==> config.mk <==
export PLATFORM = sky130hd
export DESIGN_NAME = cascaded_steering_pd_controller
export DESIGN_NICKNAME = d
export VERILOG_FILES = /design/src/rtl/cspd_pkg.sv /design/src/rtl/cascaded_steering_pd_controller.sv /design/src/rtl/cspd_mac.sv
export SDC_FILE = /design/constraint.sdc
export NUM_CORES = 2
export LEC_CHECK = 0
export BUFFER_PORTS_ARGS = -buffer_cell sky130_fd_sc_hd__buf_2
export CAP_MARGIN = 10
export CORE_ASPECT_RATIO = 1.5
export CORE_UTILIZATION = 60
export DETAILED_ROUTE_END_ITERATION = 8
export PLACE_DENSITY_LB_ADDON = 0.05
export SLEW_MARGIN = 15
export SYNTH_ARGS = -nofsm -noshare
export SYNTH_HDL_FRONTEND = slang
export SYNTH_HIERARCHICAL = 1
export SYNTH_SLANG_ARGS = --single-unit
==> constraint.sdc <==
create_clock -name clock -period 16.7 [get_ports clock]
set_input_delay 1.67 -clock clock [delete_from_list [all_inputs] [get_ports clock]]
set_output_delay 1.67 -clock clock [all_outputs]
set_load 0.02 [all_outputs]
==> src/rtl/cspd_pkg.sv <==
package cspd_pkg;

   // signal format and gain format
   localparam int FRAC_BITS = 8;
   localparam int GAIN_BITS = 8;

   // shared multiplier: 32-bit signal times 17-bit signed coefficient
   localparam int PROD_W = 49;
   localparam int ACC_W  = 52;

   // fixed coefficients, round(c * 2^FRAC_BITS) with halves up
   localparam logic signed [16:0] COEF_04  = 17'(((2 << FRAC_BITS) + 2) / 5);
   localparam logic signed [16:0] COEF_03  = 17'(((3 << FRAC_BITS) + 5) / 10);
   localparam logic signed [16:0] COEF_02  = 17'(((1 << FRAC_BITS) + 2) / 5);
   localparam logic signed [16:0] COEF_01  = 17'(((1 << FRAC_BITS) + 5) / 10);
   localparam logic signed [16:0] COEF_06  = 17'(((3 << FRAC_BITS) + 2) / 5);
   localparam logic signed [16:0] COEF_08  = 17'(((4 << FRAC_BITS) + 2) / 5);
   localparam logic signed [16:0] COEF_015 = 17'(((3 << FRAC_BITS) + 10) / 20);
   localparam logic signed [16:0] COEF_005 = 17'(((1 << FRAC_BITS) + 10) / 20);
   localparam logic signed [16:0] COEF_ONE  = 17'sd1;
   localparam logic signed [16:0] COEF_MONE = -17'sd1;

   localparam logic signed [13:0] DRIVE_MAX = 14'sd6000;
   localparam logic signed [13:0] DRIVE_MIN = -14'sd6000;

   // register indexes
   localparam logic [2:0] CSR_OUTER_KP    = 3'd0;
   localparam logic [2:0] CSR_OUTER_KD    = 3'd1;
   localparam logic [2:0] CSR_INNER_KP    = 3'd2;
   localparam logic [2:0] CSR_INNER_KD    = 3'd3;
   localparam logic [2:0] CSR_INNER_SCALE = 3'd4;

   // operand sources
   localparam logic [3:0] SRC_RAW   = 4'd0;
   localparam logic [3:0] SRC_H0    = 4'd1;
   localparam logic [3:0] SRC_H1    = 4'd2;
   localparam logic [3:0] SRC_H2    = 4'd3;
   localparam logic [3:0] SRC_D0    = 4'd4;
   localparam logic [3:0] SRC_D1    = 4'd5;
   localparam logic [3:0] SRC_S     = 4'd6;
   localparam logic [3:0] SRC_SLOPE = 4'd7;
   localparam logic [3:0] SRC_T     = 4'd8;
   localparam logic [3:0] SRC_V     = 4'd9;
   localparam logic [3:0] SRC_PREV  = 4'd10;
   localparam logic [3:0] SRC_SETP  = 4'd11;

   // coefficient selects
   localparam logic [3:0] CF_04    = 4'd0;
   localparam logic [3:0] CF_03    = 4'd1;
   localparam logic [3:0] CF_02    = 4'd2;
   localparam logic [3:0] CF_01    = 4'd3;
   localparam logic [3:0] CF_06    = 4'd4;
   localparam logic [3:0] CF_08    = 4'd5;
   localparam logic [3:0] CF_015   = 4'd6;
   localparam logic [3:0] CF_005   = 4'd7;
   localparam logic [3:0] CF_ONE   = 4'd8;
   localparam logic [3:0] CF_MONE  = 4'd9;
   localparam logic [3:0] CF_KP    = 4'd10;
   localparam logic [3:0] CF_KD    = 4'd11;
   localparam logic [3:0] CF_SCALE = 4'd12;

   // rounding shift applied to a finished sum
   localparam logic [1:0] SH_NONE = 2'd0;
   localparam logic [1:0] SH_FRAC = 2'd1;
   localparam logic [1:0] SH_GAIN = 2'd2;

   // where a finished sum goes
   localparam logic [2:0] DST_S         = 3'd0;
   localparam logic [2:0] DST_SLOPE     = 3'd1;
   localparam logic [2:0] DST_T         = 3'd2;
   localparam logic [2:0] DST_V         = 3'd3;
   localparam logic [2:0] DST_OUTER_END = 3'd4;
   localparam logic [2:0] DST_INNER_END = 3'd5;

   typedef struct packed {
      logic       first;
      logic       last;
      logic [1:0] shift;
   } mac_ctl_type;

   typedef struct packed {
      logic [3:0] src;
      logic [3:0] coef;
      logic       first;
      logic       last;
      logic [1:0] shift;
      logic [2:0] dest;
   } ucode_type;

   // one product term per entry; command 0 outer loop, command 1 inner loop
   function automatic ucode_type cspd_ucode(input logic cmd, input logic [3:0] pc);
      ucode_type u;
      u = '{SRC_T, CF_ONE, 1'b1, 1'b1, SH_NONE, DST_T};
      if (!cmd) begin
         case (pc)
            4'd0:  u = '{SRC_RAW,   CF_04,   1'b1, 1'b0, SH_FRAC, DST_S};
            4'd1:  u = '{SRC_H0,    CF_03,   1'b0, 1'b0, SH_FRAC, DST_S};
            4'd2:  u = '{SRC_H1,    CF_02,   1'b0, 1'b0, SH_FRAC, DST_S};
            4'd3:  u = '{SRC_H2,    CF_01,   1'b0, 1'b1, SH_FRAC, DST_S};
            4'd4:  u = '{SRC_S,     CF_ONE,  1'b1, 1'b0, SH_NONE, DST_SLOPE};
            4'd5:  u = '{SRC_H2,    CF_MONE, 1'b0, 1'b1, SH_NONE, DST_SLOPE};
            4'd6:  u = '{SRC_SLOPE, CF_06,   1'b1, 1'b0, SH_FRAC, DST_T};
            4'd7:  u = '{SRC_D0,    CF_03,   1'b0, 1'b0, SH_FRAC, DST_T};
            4'd8:  u = '{SRC_D1,    CF_01,   1'b0, 1'b1, SH_FRAC, DST_T};
            4'd9:  u = '{SRC_S,     CF_KP,   1'b1, 1'b0, SH_GAIN, DST_T};
            4'd10: u = '{SRC_T,     CF_KD,   1'b0, 1'b1, SH_GAIN, DST_T};
            4'd11: u = '{SRC_T,     CF_MONE, 1'b1, 1'b1, SH_NONE, DST_OUTER_END};
            default: u = '{SRC_T, CF_MONE, 1'b1, 1'b1, SH_NONE, DST_OUTER_END};
         endcase
      end else begin
         case (pc)
            4'd0:  u = '{SRC_SETP,  CF_ONE,   1'b1, 1'b0, SH_NONE, DST_S};
            4'd1:  u = '{SRC_RAW,   CF_MONE,  1'b0, 1'b1, SH_NONE, DST_S};
            4'd2:  u = '{SRC_S,     CF_ONE,   1'b1, 1'b0, SH_NONE, DST_SLOPE};
            4'd3:  u = '{SRC_H2,    CF_MONE,  1'b0, 1'b1, SH_NONE, DST_SLOPE};
            4'd4:  u = '{SRC_SLOPE, CF_08,    1'b1, 1'b0, SH_FRAC, DST_T};
            4'd5:  u = '{SRC_D0,    CF_015,   1'b0, 1'b0, SH_FRAC, DST_T};
            4'd6:  u = '{SRC_D1,    CF_005,   1'b0, 1'b1, SH_FRAC, DST_T};
            4'd7:  u = '{SRC_S,     CF_KP,    1'b1, 1'b0, SH_GAIN, DST_T};
            4'd8:  u = '{SRC_T,     CF_KD,    1'b0, 1'b1, SH_GAIN, DST_T};
            4'd9:  u = '{SRC_T,     CF_SCALE, 1'b1, 1'b1, SH_GAIN, DST_V};
            4'd10: u = '{SRC_V,     CF_08,    1'b1, 1'b0, SH_FRAC, DST_T};
            4'd11: u = '{SRC_PREV,  CF_02,    1'b0, 1'b1, SH_FRAC, DST_T};
            4'd12: u = '{SRC_T,     CF_ONE,   1'b1, 1'b1, SH_FRAC, DST_INNER_END};
            default: u = '{SRC_T, CF_ONE, 1'b1, 1'b1, SH_FRAC, DST_INNER_END};
         endcase
      end
      return u;
   endfunction

endpackage

==> src/rtl/cascaded_steering_pd_controller.sv <==
// cascaded steering pd controller, fixed point Q.8 signals, Q8.8 gains
//
// request channel (req_valid/req_ready): req_command 0 runs the outer loop on
// req_line_error and updates the yaw-rate setpoint; req_command 1 runs the inner
// loop on req_yaw_rate and updates the steering drive. each request transfer
// yields exactly one response transfer (rsp_valid/rsp_ready) carrying the
// current drive and setpoint.
// config port: csr_wr_en writes csr_wdata into register csr_index;
// indexes past inner_scale are dropped. write only while idle.
//
// all products go through one shared 32x17 multiply-accumulate unit with
// three pipeline stages (product, accumulate, round/saturate) under a
// microcode sequencer, which issues the terms of each group and waits for
// its finished sum before it issues the next group. a request is taken only
// after the previous one has been committed and handed to the response
// register. req_ready is high only while idle.
// the response sits in its own output register: if the receiver stalls, the
// next request is taken, computed and committed, then the sequencer holds in
// done until the held response has been taken.
// reset (synchronous) clears all loop history and restores default gains.
module cascaded_steering_pd_controller (
   input  logic               clock,
   input  logic               reset,
   input  logic               req_valid,
   output logic               req_ready,
   input  logic               req_command,
   input  logic signed [15:0] req_line_error,
   input  logic signed [15:0] req_yaw_rate,
   output logic               rsp_valid,
   input  logic               rsp_ready,
   output logic signed [13:0] rsp_steer_drive,
   output logic signed [31:0] rsp_yaw_setpoint,
   input  logic               csr_wr_en,
   input  logic [2:0]         csr_index,
   input  logic [15:0]        csr_wdata
);
   import cspd_pkg::*;

   // sequencer states
   localparam logic [1:0] ST_IDLE  = 2'd0;
   localparam logic [1:0] ST_ISSUE = 2'd1;
   localparam logic [1:0] ST_WAIT  = 2'd2;
   localparam logic [1:0] ST_DONE  = 2'd3;

   // gain registers
   logic [15:0] outer_kp_ff, outer_kp_in;
   logic [15:0] outer_kd_ff, outer_kd_in;
   logic [15:0] inner_kp_ff, inner_kp_in;
   logic [15:0] inner_kd_ff, inner_kd_in;
   logic [15:0] inner_scale_ff, inner_scale_in;

   // loop state
   logic signed [31:0] outer_hist_ff  [3];
   logic signed [31:0] outer_hist_in  [3];
   logic signed [31:0] outer_slope_ff [2];
   logic signed [31:0] outer_slope_in [2];
   logic signed [31:0] inner_hist_ff  [3];
   logic signed [31:0] inner_hist_in  [3];
   logic signed [31:0] inner_slope_ff [2];
   logic signed [31:0] inner_slope_in [2];
   logic signed [31:0] setpoint_ff, setpoint_in;
   logic signed [31:0] prev_scaled_ff, prev_scaled_in;
   logic signed [13:0] drive_ff, drive_in;

   // sequencer and scratch
   logic [1:0]         state_ff, state_in;
   logic [3:0]         pc_ff, pc_in;
   logic               cmd_ff, cmd_in;
   logic signed [31:0] raw_ff, raw_in;
   logic [2:0]         dest_ff, dest_in;
   logic signed [31:0] s_ff, s_in;         // smoothed error (outer) or error (inner)
   logic signed [31:0] slope_ff, slope_in;
   logic signed [31:0] t_ff, t_in;
   logic signed [31:0] v_ff, v_in;

   // response register
   logic               rsp_valid_ff, rsp_valid_in;
   logic signed [13:0] rsp_drive_ff, rsp_drive_in;
   logic signed [31:0] rsp_setp_ff, rsp_setp_in;

   ucode_type          uc;
   logic               mac_issue;
   logic signed [31:0] op_a;
   logic signed [16:0] op_b;
   mac_ctl_type        mac_ctl;
   logic               mac_res_valid;
   logic signed [31:0] mac_res;
   logic signed [13:0] drive_clamped;
   logic               rsp_free;

   assign uc        = cspd_ucode(cmd_ff, pc_ff);
   assign mac_issue = (state_ff == ST_ISSUE);
   assign mac_ctl   = '{first: uc.first, last: uc.last, shift: uc.shift};
   assign rsp_free  = !rsp_valid_ff || rsp_ready;

   // operand a: history taps follow the loop being run
   always_comb begin
      case (uc.src)
         SRC_RAW:   op_a = raw_ff;
         SRC_H0:    op_a = cmd_ff ? inner_hist_ff[0] : outer_hist_ff[0];
         SRC_H1:    op_a = cmd_ff ? inner_hist_ff[1] : outer_hist_ff[1];
         SRC_H2:    op_a = cmd_ff ? inner_hist_ff[2] : outer_hist_ff[2];
         SRC_D0:    op_a = cmd_ff ? inner_slope_ff[0] : outer_slope_ff[0];
         SRC_D1:    op_a = cmd_ff ? inner_slope_ff[1] : outer_slope_ff[1];
         SRC_S:     op_a = s_ff;
         SRC_SLOPE: op_a = slope_ff;
         SRC_T:     op_a = t_ff;
         SRC_V:     op_a = v_ff;
         SRC_PREV:  op_a = prev_scaled_ff;
         SRC_SETP:  op_a = setpoint_ff;
         default:   op_a = t_ff;
      endcase
   end

   // operand b: fixed coefficient or gain, gains zero-extended
   always_comb begin
      case (uc.coef)
         CF_04:    op_b = COEF_04;
         CF_03:    op_b = COEF_03;
         CF_02:    op_b = COEF_02;
         CF_01:    op_b = COEF_01;
         CF_06:    op_b = COEF_06;
         CF_08:    op_b = COEF_08;
         CF_015:   op_b = COEF_015;
         CF_005:   op_b = COEF_005;
         CF_ONE:   op_b = COEF_ONE;
         CF_MONE:  op_b = COEF_MONE;
         CF_KP:    op_b = $signed({1'b0, cmd_ff ? inner_kp_ff : outer_kp_ff});
         CF_KD:    op_b = $signed({1'b0, cmd_ff ? inner_kd_ff : outer_kd_ff});
         CF_SCALE: op_b = $signed({1'b0, inner_scale_ff});
         default:  op_b = COEF_ONE;
      endcase
   end

   cspd_mac u_mac (
      .clock       (clock),
      .reset       (reset),
      .issue_valid (mac_issue),
      .op_a        (op_a),
      .op_b        (op_b),
      .issue_ctl   (mac_ctl),
      .res_valid   (mac_res_valid),
      .res_value   (mac_res)
   );

   // drive clamp to +/-6000
   always_comb begin
      if (mac_res > 32'(DRIVE_MAX)) begin
         drive_clamped = DRIVE_MAX;
      end else if (mac_res < 32'(DRIVE_MIN)) begin
         drive_clamped = DRIVE_MIN;
      end else begin
         drive_clamped = 14'(mac_res);
      end
   end

   // config writes
   always_comb begin
      outer_kp_in    = outer_kp_ff;
      outer_kd_in    = outer_kd_ff;
      inner_kp_in    = inner_kp_ff;
      inner_kd_in    = inner_kd_ff;
      inner_scale_in = inner_scale_ff;
      if (csr_wr_en) begin
         case (csr_index)
            CSR_OUTER_KP:    outer_kp_in    = csr_wdata;
            CSR_OUTER_KD:    outer_kd_in    = csr_wdata;
            CSR_INNER_KP:    inner_kp_in    = csr_wdata;
            CSR_INNER_KD:    inner_kd_in    = csr_wdata;
            CSR_INNER_SCALE: inner_scale_in = csr_wdata;
            default: ;
         endcase
      end
   end

   // sequencer and datapath writes
   always_comb begin
      state_in       = state_ff;
      pc_in          = pc_ff;
      cmd_in         = cmd_ff;
      raw_in         = raw_ff;
      dest_in        = dest_ff;
      s_in           = s_ff;
      slope_in       = slope_ff;
      t_in           = t_ff;
      v_in           = v_ff;
      outer_hist_in  = outer_hist_ff;
      outer_slope_in = outer_slope_ff;
      inner_hist_in  = inner_hist_ff;
      inner_slope_in = inner_slope_ff;
      setpoint_in    = setpoint_ff;
      prev_scaled_in = prev_scaled_ff;
      drive_in       = drive_ff;
      rsp_valid_in   = rsp_valid_ff && !rsp_ready;
      rsp_drive_in   = rsp_drive_ff;
      rsp_setp_in    = rsp_setp_ff;

      case (state_ff)
         ST_IDLE: begin
            if (req_valid) begin
               // the unused field is ignored; raw is the chosen input in Q form
               cmd_in   = req_command;
               raw_in   = req_command ? (32'(req_yaw_rate) <<< FRAC_BITS)
                                      : (32'(req_line_error) <<< FRAC_BITS);
               pc_in    = '0;
               state_in = ST_ISSUE;
            end
         end
         ST_ISSUE: begin
            pc_in = pc_ff + 4'd1;
            if (uc.last) begin
               dest_in  = uc.dest;
               state_in = ST_WAIT;
            end
         end
         ST_WAIT: begin
            if (mac_res_valid) begin
               state_in = ST_ISSUE;
               case (dest_ff)
                  DST_S:     s_in     = mac_res;
                  DST_SLOPE: slope_in = mac_res;
                  DST_T:     t_in     = mac_res;
                  DST_V:     v_in     = mac_res;
                  DST_OUTER_END: begin
                     // commit outer loop: new setpoint, shift histories
                     setpoint_in       = mac_res;
                     outer_hist_in[2]  = outer_hist_ff[1];
                     outer_hist_in[1]  = outer_hist_ff[0];
                     outer_hist_in[0]  = s_ff;
                     outer_slope_in[1] = outer_slope_ff[0];
                     outer_slope_in[0] = slope_ff;
                     state_in          = ST_DONE;
                  end
                  DST_INNER_END: begin
                     // commit inner loop: new drive, keep unblended output
                     drive_in          = drive_clamped;
                     prev_scaled_in    = v_ff;
                     inner_hist_in[2]  = inner_hist_ff[1];
                     inner_hist_in[1]  = inner_hist_ff[0];
                     inner_hist_in[0]  = s_ff;
                     inner_slope_in[1] = inner_slope_ff[0];
                     inner_slope_in[0] = slope_ff;
                     state_in          = ST_DONE;
                  end
                  default: state_in = ST_DONE;
               endcase
            end
         end
         ST_DONE: begin
            // hand over once the previous response has been transferred
            if (rsp_free) begin
               rsp_valid_in = 1'b1;
               rsp_drive_in = drive_ff;
               rsp_setp_in  = setpoint_ff;
               state_in     = ST_IDLE;
            end
         end
         default: state_in = ST_IDLE;
      endcase
   end

   always_ff @(posedge clock) begin
      raw_ff       <= raw_in;
      dest_ff      <= dest_in;
      s_ff         <= s_in;
      slope_ff     <= slope_in;
      t_ff         <= t_in;
      v_ff         <= v_in;
      rsp_drive_ff <= rsp_drive_in;
      rsp_setp_ff  <= rsp_setp_in;
      if (reset) begin
         state_ff       <= ST_IDLE;
         pc_ff          <= '0;
         cmd_ff         <= 1'b0;
         rsp_valid_ff   <= 1'b0;
         outer_kp_ff    <= 16'd819;
         outer_kd_ff    <= 16'd307;
         inner_kp_ff    <= 16'd819;
         inner_kd_ff    <= 16'd205;
         inner_scale_ff <= 16'd256;
         outer_hist_ff  <= '{default: '0};
         outer_slope_ff <= '{default: '0};
         inner_hist_ff  <= '{default: '0};
         inner_slope_ff <= '{default: '0};
         setpoint_ff    <= '0;
         prev_scaled_ff <= '0;
         drive_ff       <= '0;
      end else begin
         state_ff       <= state_in;
         pc_ff          <= pc_in;
         cmd_ff         <= cmd_in;
         rsp_valid_ff   <= rsp_valid_in;
         outer_kp_ff    <= outer_kp_in;
         outer_kd_ff    <= outer_kd_in;
         inner_kp_ff    <= inner_kp_in;
         inner_kd_ff    <= inner_kd_in;
         inner_scale_ff <= inner_scale_in;
         outer_hist_ff  <= outer_hist_in;
         outer_slope_ff <= outer_slope_in;
         inner_hist_ff  <= inner_hist_in;
         inner_slope_ff <= inner_slope_in;
         setpoint_ff    <= setpoint_in;
         prev_scaled_ff <= prev_scaled_in;
         drive_ff       <= drive_in;
      end
   end

   assign req_ready        = (state_ff == ST_IDLE);
   assign rsp_valid        = rsp_valid_ff;
   assign rsp_steer_drive  = rsp_drive_ff;
   assign rsp_yaw_setpoint = rsp_setp_ff;

   // a finished sum only arrives while the sequencer waits for it
   a_res_in_wait: assert property (@(posedge clock) disable iff (reset)
      mac_res_valid |-> (state_ff == ST_WAIT))
      else $error("mac result outside wait state");

   // a finished sum follows the last term of its group by the pipeline depth
   a_res_latency: assert property (@(posedge clock) disable iff (reset)
      mac_res_valid |-> $past(mac_issue && uc.last, 3))
      else $error("mac result without matching last term");

   // committed drive never leaves the clamp range
   a_drive_range: assert property (@(posedge clock) disable iff (reset)
      (drive_ff <= DRIVE_MAX) && (drive_ff >= DRIVE_MIN))
      else $error("drive out of range");

endmodule

==> src/rtl/cspd_mac.sv <==
module cspd_mac (
   input  logic                      clock,
   input  logic                      reset,
   input  logic                      issue_valid,
   input  logic signed [31:0]        op_a,
   input  logic signed [16:0]        op_b,
   input  cspd_pkg::mac_ctl_type     issue_ctl,
   output logic                      res_valid,
   output logic signed [31:0]        res_value
);
   import cspd_pkg::*;

   localparam logic signed [ACC_W-1:0] HALF_FRAC = ACC_W'(1) <<< (FRAC_BITS - 1);
   localparam logic signed [ACC_W-1:0] HALF_GAIN = ACC_W'(1) <<< (GAIN_BITS - 1);
   localparam logic signed [ACC_W-1:0] SAT_HI    = ACC_W'(64'sh0000_0000_7FFF_FFFF);
   localparam logic signed [ACC_W-1:0] SAT_LO    = ACC_W'(-64'sh0000_0000_8000_0000);

   logic signed [PROD_W-1:0] prod_ff, prod_in;
   logic                     vld1_ff, vld1_in;
   mac_ctl_type              ctl1_ff, ctl1_in;
   logic signed [ACC_W-1:0]  acc_ff, acc_in;
   logic                     vld2_ff, vld2_in;
   mac_ctl_type              ctl2_ff, ctl2_in;
   logic signed [31:0]       res_ff, res_in;
   logic                     res_vld_ff, res_vld_in;

   logic signed [ACC_W-1:0]  rounded;
   logic signed [ACC_W-1:0]  shifted;

   // stage 1: product
   always_comb begin
      prod_in = PROD_W'(op_a * op_b);
      vld1_in = issue_valid;
      ctl1_in = issue_ctl;
   end

   // stage 2: accumulate
   always_comb begin
      acc_in = acc_ff;
      if (vld1_ff) begin
         acc_in = (ctl1_ff.first ? '0 : acc_ff) + ACC_W'(prod_ff);
      end
      vld2_in = vld1_ff;
      ctl2_in = ctl1_ff;
   end

   // stage 3: round to nearest, halves up, then saturate to 32 bits
   always_comb begin
      case (ctl2_ff.shift)
         SH_FRAC: begin
            rounded = acc_ff + HALF_FRAC;
            shifted = rounded >>> FRAC_BITS;
         end
         SH_GAIN: begin
            rounded = acc_ff + HALF_GAIN;
            shifted = rounded >>> GAIN_BITS;
         end
         default: begin
            rounded = acc_ff;
            shifted = acc_ff;
         end
      endcase
      if (shifted > SAT_HI) begin
         res_in = 32'sh7FFF_FFFF;
      end else if (shifted < SAT_LO) begin
         res_in = -32'sh8000_0000;
      end else begin
         res_in = 32'(shifted);
      end
      res_vld_in = vld2_ff && ctl2_ff.last;
   end

   always_ff @(posedge clock) begin
      prod_ff <= prod_in;
      ctl1_ff <= ctl1_in;
      acc_ff  <= acc_in;
      ctl2_ff <= ctl2_in;
      res_ff  <= res_in;
      if (reset) begin
         vld1_ff    <= 1'b0;
         vld2_ff    <= 1'b0;
         res_vld_ff <= 1'b0;
      end else begin
         vld1_ff    <= vld1_in;
         vld2_ff    <= vld2_in;
         res_vld_ff <= res_vld_in;
      end
   end

   assign res_valid = res_vld_ff;
   assign res_value = res_ff;

endmodule

==> results.txt <==
The run finished with clean final reports. After synthesis, the share of flip-flops with an asynchronous set or reset is 0%. The class of the most critical setup path is reg2reg.

Buffers placed on the I/O ports in this run total 104. The minimum setup slack after placement was 6.25 ns; the top-level port count was 105. The clock tree root buffer cell was clkbuf_16. The tools report the number of global-route vias before repair as 46.4k.

Subtracting the final worst setup slack from the clock period gives 10.65 ns. Setup repair after global routing left no endpoint under its margin. The cell count of the worst hold path is 0. The leading register cell type out of synthesis is dfxtp_1. The path class of the tightest hold or removal check is reg2reg. The dominant combinational cell family by area after synthesis was adder cells.

The number of design-rule violations left by the first detailed-router iteration is 4118. For this run, the total global-route usage over all layers was measured as 37.3%. Summing the areas of all and, or, nand and nor instances in the mapped netlist gives 17.9% of the synthesized area.

The logs give 6 for the number of warnings issued by yosys and 99 for the count of unique library cells instantiated by Yosys. Remaining number of nets flagged by the antenna check after routing: 0. In this run, synthesis produced a sequential element count of 852. The run gives 6.05 ns as the register-to-register path setup slack. TritonCTS built the clock tree. The logs give 56700 um2 for the post-synth design cell area and 34.4% for the sequential element share of the synthesized area. The cell with the most instances on the worst path is fa_1. The die covers 95800 um2. STA classifies the critical path startpoint as a flip-flop. The tools report the instance count of the mapped netlist as 6299. Leaving out fill and tap cells, the most frequent cells in the layout are 1379 x nand2_1, 618 x a21oi_1, 604 x dfxtp_1.

After routing, the total negative slack on setup checks comes to 0 ns. The xor-xnor portion of the synthesized cell area works out to 1.93%. The largest incremental delay on the critical path works out to 0.94 ns. For the H-tree depth, the log shows 3. The run gives 0 as the number of hold-slack violations in the final timing report.

Summing the areas of all compound-gate instances in the mapped netlist gives 13.9% of the synthesized area. The largest clock skew in the final design is 0.0338 ns. The endpoint of the lowest-slack register-to-register path is u_mac/prod_ff[41].

The number of clock buffers added by TritonCTS is 84. The count of pins over their slew limit came out at 0. The tools report the placed standard-cell area as 58200 um2.

For the pin with the worst max-slew slack, the measured transition is 1.27 ns. After synthesis, the cell types taking the most area are dfxtp_1 21%, fa_1 18%, edfxtp_1 13%. The largest area contributor in the netlist is dfxtp_1. Across the run, the number of max-cap violations was 0.

The effective utilization at floorplan is 60.8%, and the arrival time at the worst endpoint is 11.23 ns. Setup violations remaining at the end of the flow were counted as 0. Setup slack on the critical path of the routed design comes to 6.05 ns.

The routed length per instance was 23.5 um; the core outline area was 93200 um2. The final net count is 6958, and the detail-routed via count per cell is 6.14. After detailed routing, the number of remaining DRC violations is 0.

For this run, the top clock speed supported by timing is 93.9 MHz. The smallest hold slack was 0.329 ns; the largest net degree at the start of global routing was 203. The tools report the sum of internal, switching and leakage power as 9.36 mW. For hold timing, the worst endpoint is u_mac/ctl2_ff[2].

In this run the post-CTS setup repair buffer count came out at 0. Top-area cell type share of the netlist area: 21.4%. For the final wirelength, the log shows 176000 um. For this design, the slowest cell found on the critical path is nand4_1. The synthesized design contains 245 enable-type register cells.

Clock latency on the worst-skew pair, taken at its later pin, is 0.71 ns. The required arrival time at the worst endpoint is 17.28 ns, and the number of vias after detailed routing is 46.2k. After legalization and detailed placement, the total HPWL measured 123000 um.

The logs give 737 uV for the peak supply drop and 24.7 nW for the leakage power total. The period utilization is 63.8%, and the maximum net fanout on the critical path is 54. Of the total synthesized cell area, the portion taken by full adders, half adders and majority gates is 22.3%. For the total nets after synthesis, the log shows 7056. The mux contribution to synthesized area is 2.88%. The post-placement cell count is 7365, and the total of cells resized after clock tree synthesis is 0.

The most frequent standard cell in the layout excluding fill and tap cells is nand2_1. Summing all non-filler instances in the final layout gives an area of 61200 um2. For this run, the detailed router's first-pass iteration total came to 8. The power per standard cell area is 153 nW/um2, and the post-route core utilization is 65.6%.

For the number of antenna violations at the first check in global routing, the log shows 4. The endpoint type of the worst setup path was a flip-flop. The wire length of the first global-routing pass was 270000 um; the standard-cell row count was 137. The reg-to-reg critical path startpoint is cmd_ff. The count of cells in the finished layout, fillers not included, comes to 7525. The average instance area after synthesis was 9.01 um2; the final RePlAce weighted congestion was 0.960. Depth of the most critical reg-to-reg path: 29.

Measured along the x axis, the die boundary spans 253 um. The worst slew margin relative to its limit is 15.0%, and the area growth from synthesis to final layout is 7.81%. The total global routing overflow is 0.

In this run the most critical hold path is launched from u_mac/ctl1_ff[2]. The floorplan step set the die height to 379 um. Share of layout cells above drive strength 1: 7.84%.

For the number of buffers on the longest clock path, the log shows 3. Clock tree synthesis found a total of 852 sinks. The clock transition at the register clock pins on the worst setup and hold paths after CTS came out at 0.06 ns. Quantity of hold-fixing buffers added after cts: 0.
[layout make-up]
cell class	instances	area (um2)
diodes	2	5.00
clock buffers	112	2440
clock inverters	45	474
fillers	7917	32100
inverters	580	2180
multi-input cells	4476	33600
flip-flops and latches	852	19500
well taps	1251	1570
repair buffers	207	1350
[cells in the mapped netlist (all sizes together) (11+ instances only)]
master  instances
a21oi         619
nand3          78
buf            71
a221oi         34
fa            522
nand2b         22
or2            11
nand2        1380
a21o           50
nor3           39
or3            23
and3           31
o22ai          29
o32a           11
edfxtp        245
inv           580
a31oi          24
a222oi         30
nand4          32
mux2i          79
dfxtp         607
nor4           18
nor2b          69
o31ai          25
a211oi         36
mux2           73
o21ai         129
a221o          12
xor2           47
o21bai         26
clkbuf        320
o21a           16
o211ai         18
nor2          207
o221ai         22
and2          250
nand3b         37
xnor2          78
a22o           26
a22oi          50
ha            178
[worst max path at each step]
| stage | start | end | slack [ns] |
|---|---|---|---|
| global placement | cmd_ff | u_mac/prod_ff[41] | 6.37 |
| CTS | cmd_ff | u_mac/prod_ff[41] | 6.19 |
| global route | cmd_ff | u_mac/prod_ff[41] | 5.50 |
| finish | cmd_ff | u_mac/prod_ff[41] | 6.05 |
| detailed placement | cmd_ff | u_mac/prod_ff[41] | 6.25 |
| floorplan | cmd_ff | u_mac/prod_ff[46] | 8.57 |
[critical path: cells and delay by family (launching register included)]
family	cells	cell delay (ns)
compound gates	10	2.48
xor+xnor	1	0.13
fa+ha+maj	7	3.41
buf+inv	6	1.28
flops	1	0.63
simple gates	5	2.51
[per-layer routing]
metal	vias to the layer above	track usage (%)	routed length, um
met2	2095	63.0	86400
met3	663	6.04	13600
met1	22700	42.1	61200
met4	4	28.4	15300
li1	20700	-	-
met5	-	0	23
[where the power goes]
group / switching, mW / internal, mW
clock network: 0.888 / 1.11
registers: 0.160 / 2.33
logic: 2.96 / 1.91
[flip-flops by register name, summed over array words and instances, names as in the netlist, 49 cells and up, named ones only]
register and count:
inner_hist_ff 96, outer_hist_ff 96, inner_slope_ff 64, outer_slope_ff 64, u_mac/acc_ff 52, u_mac/prod_ff 49
[cell families (layout without fill, tap and decap cells)]
group,Yosys count,in the layout
compound gates,1256,1256
xor+xnor,125,125
fa+ha+maj,700,700
buf+inv,971,944
flops,852,852
mux,152,152
other cells,0,2
simple gates,2243,2243
Power figures use the tool's default switching activity.
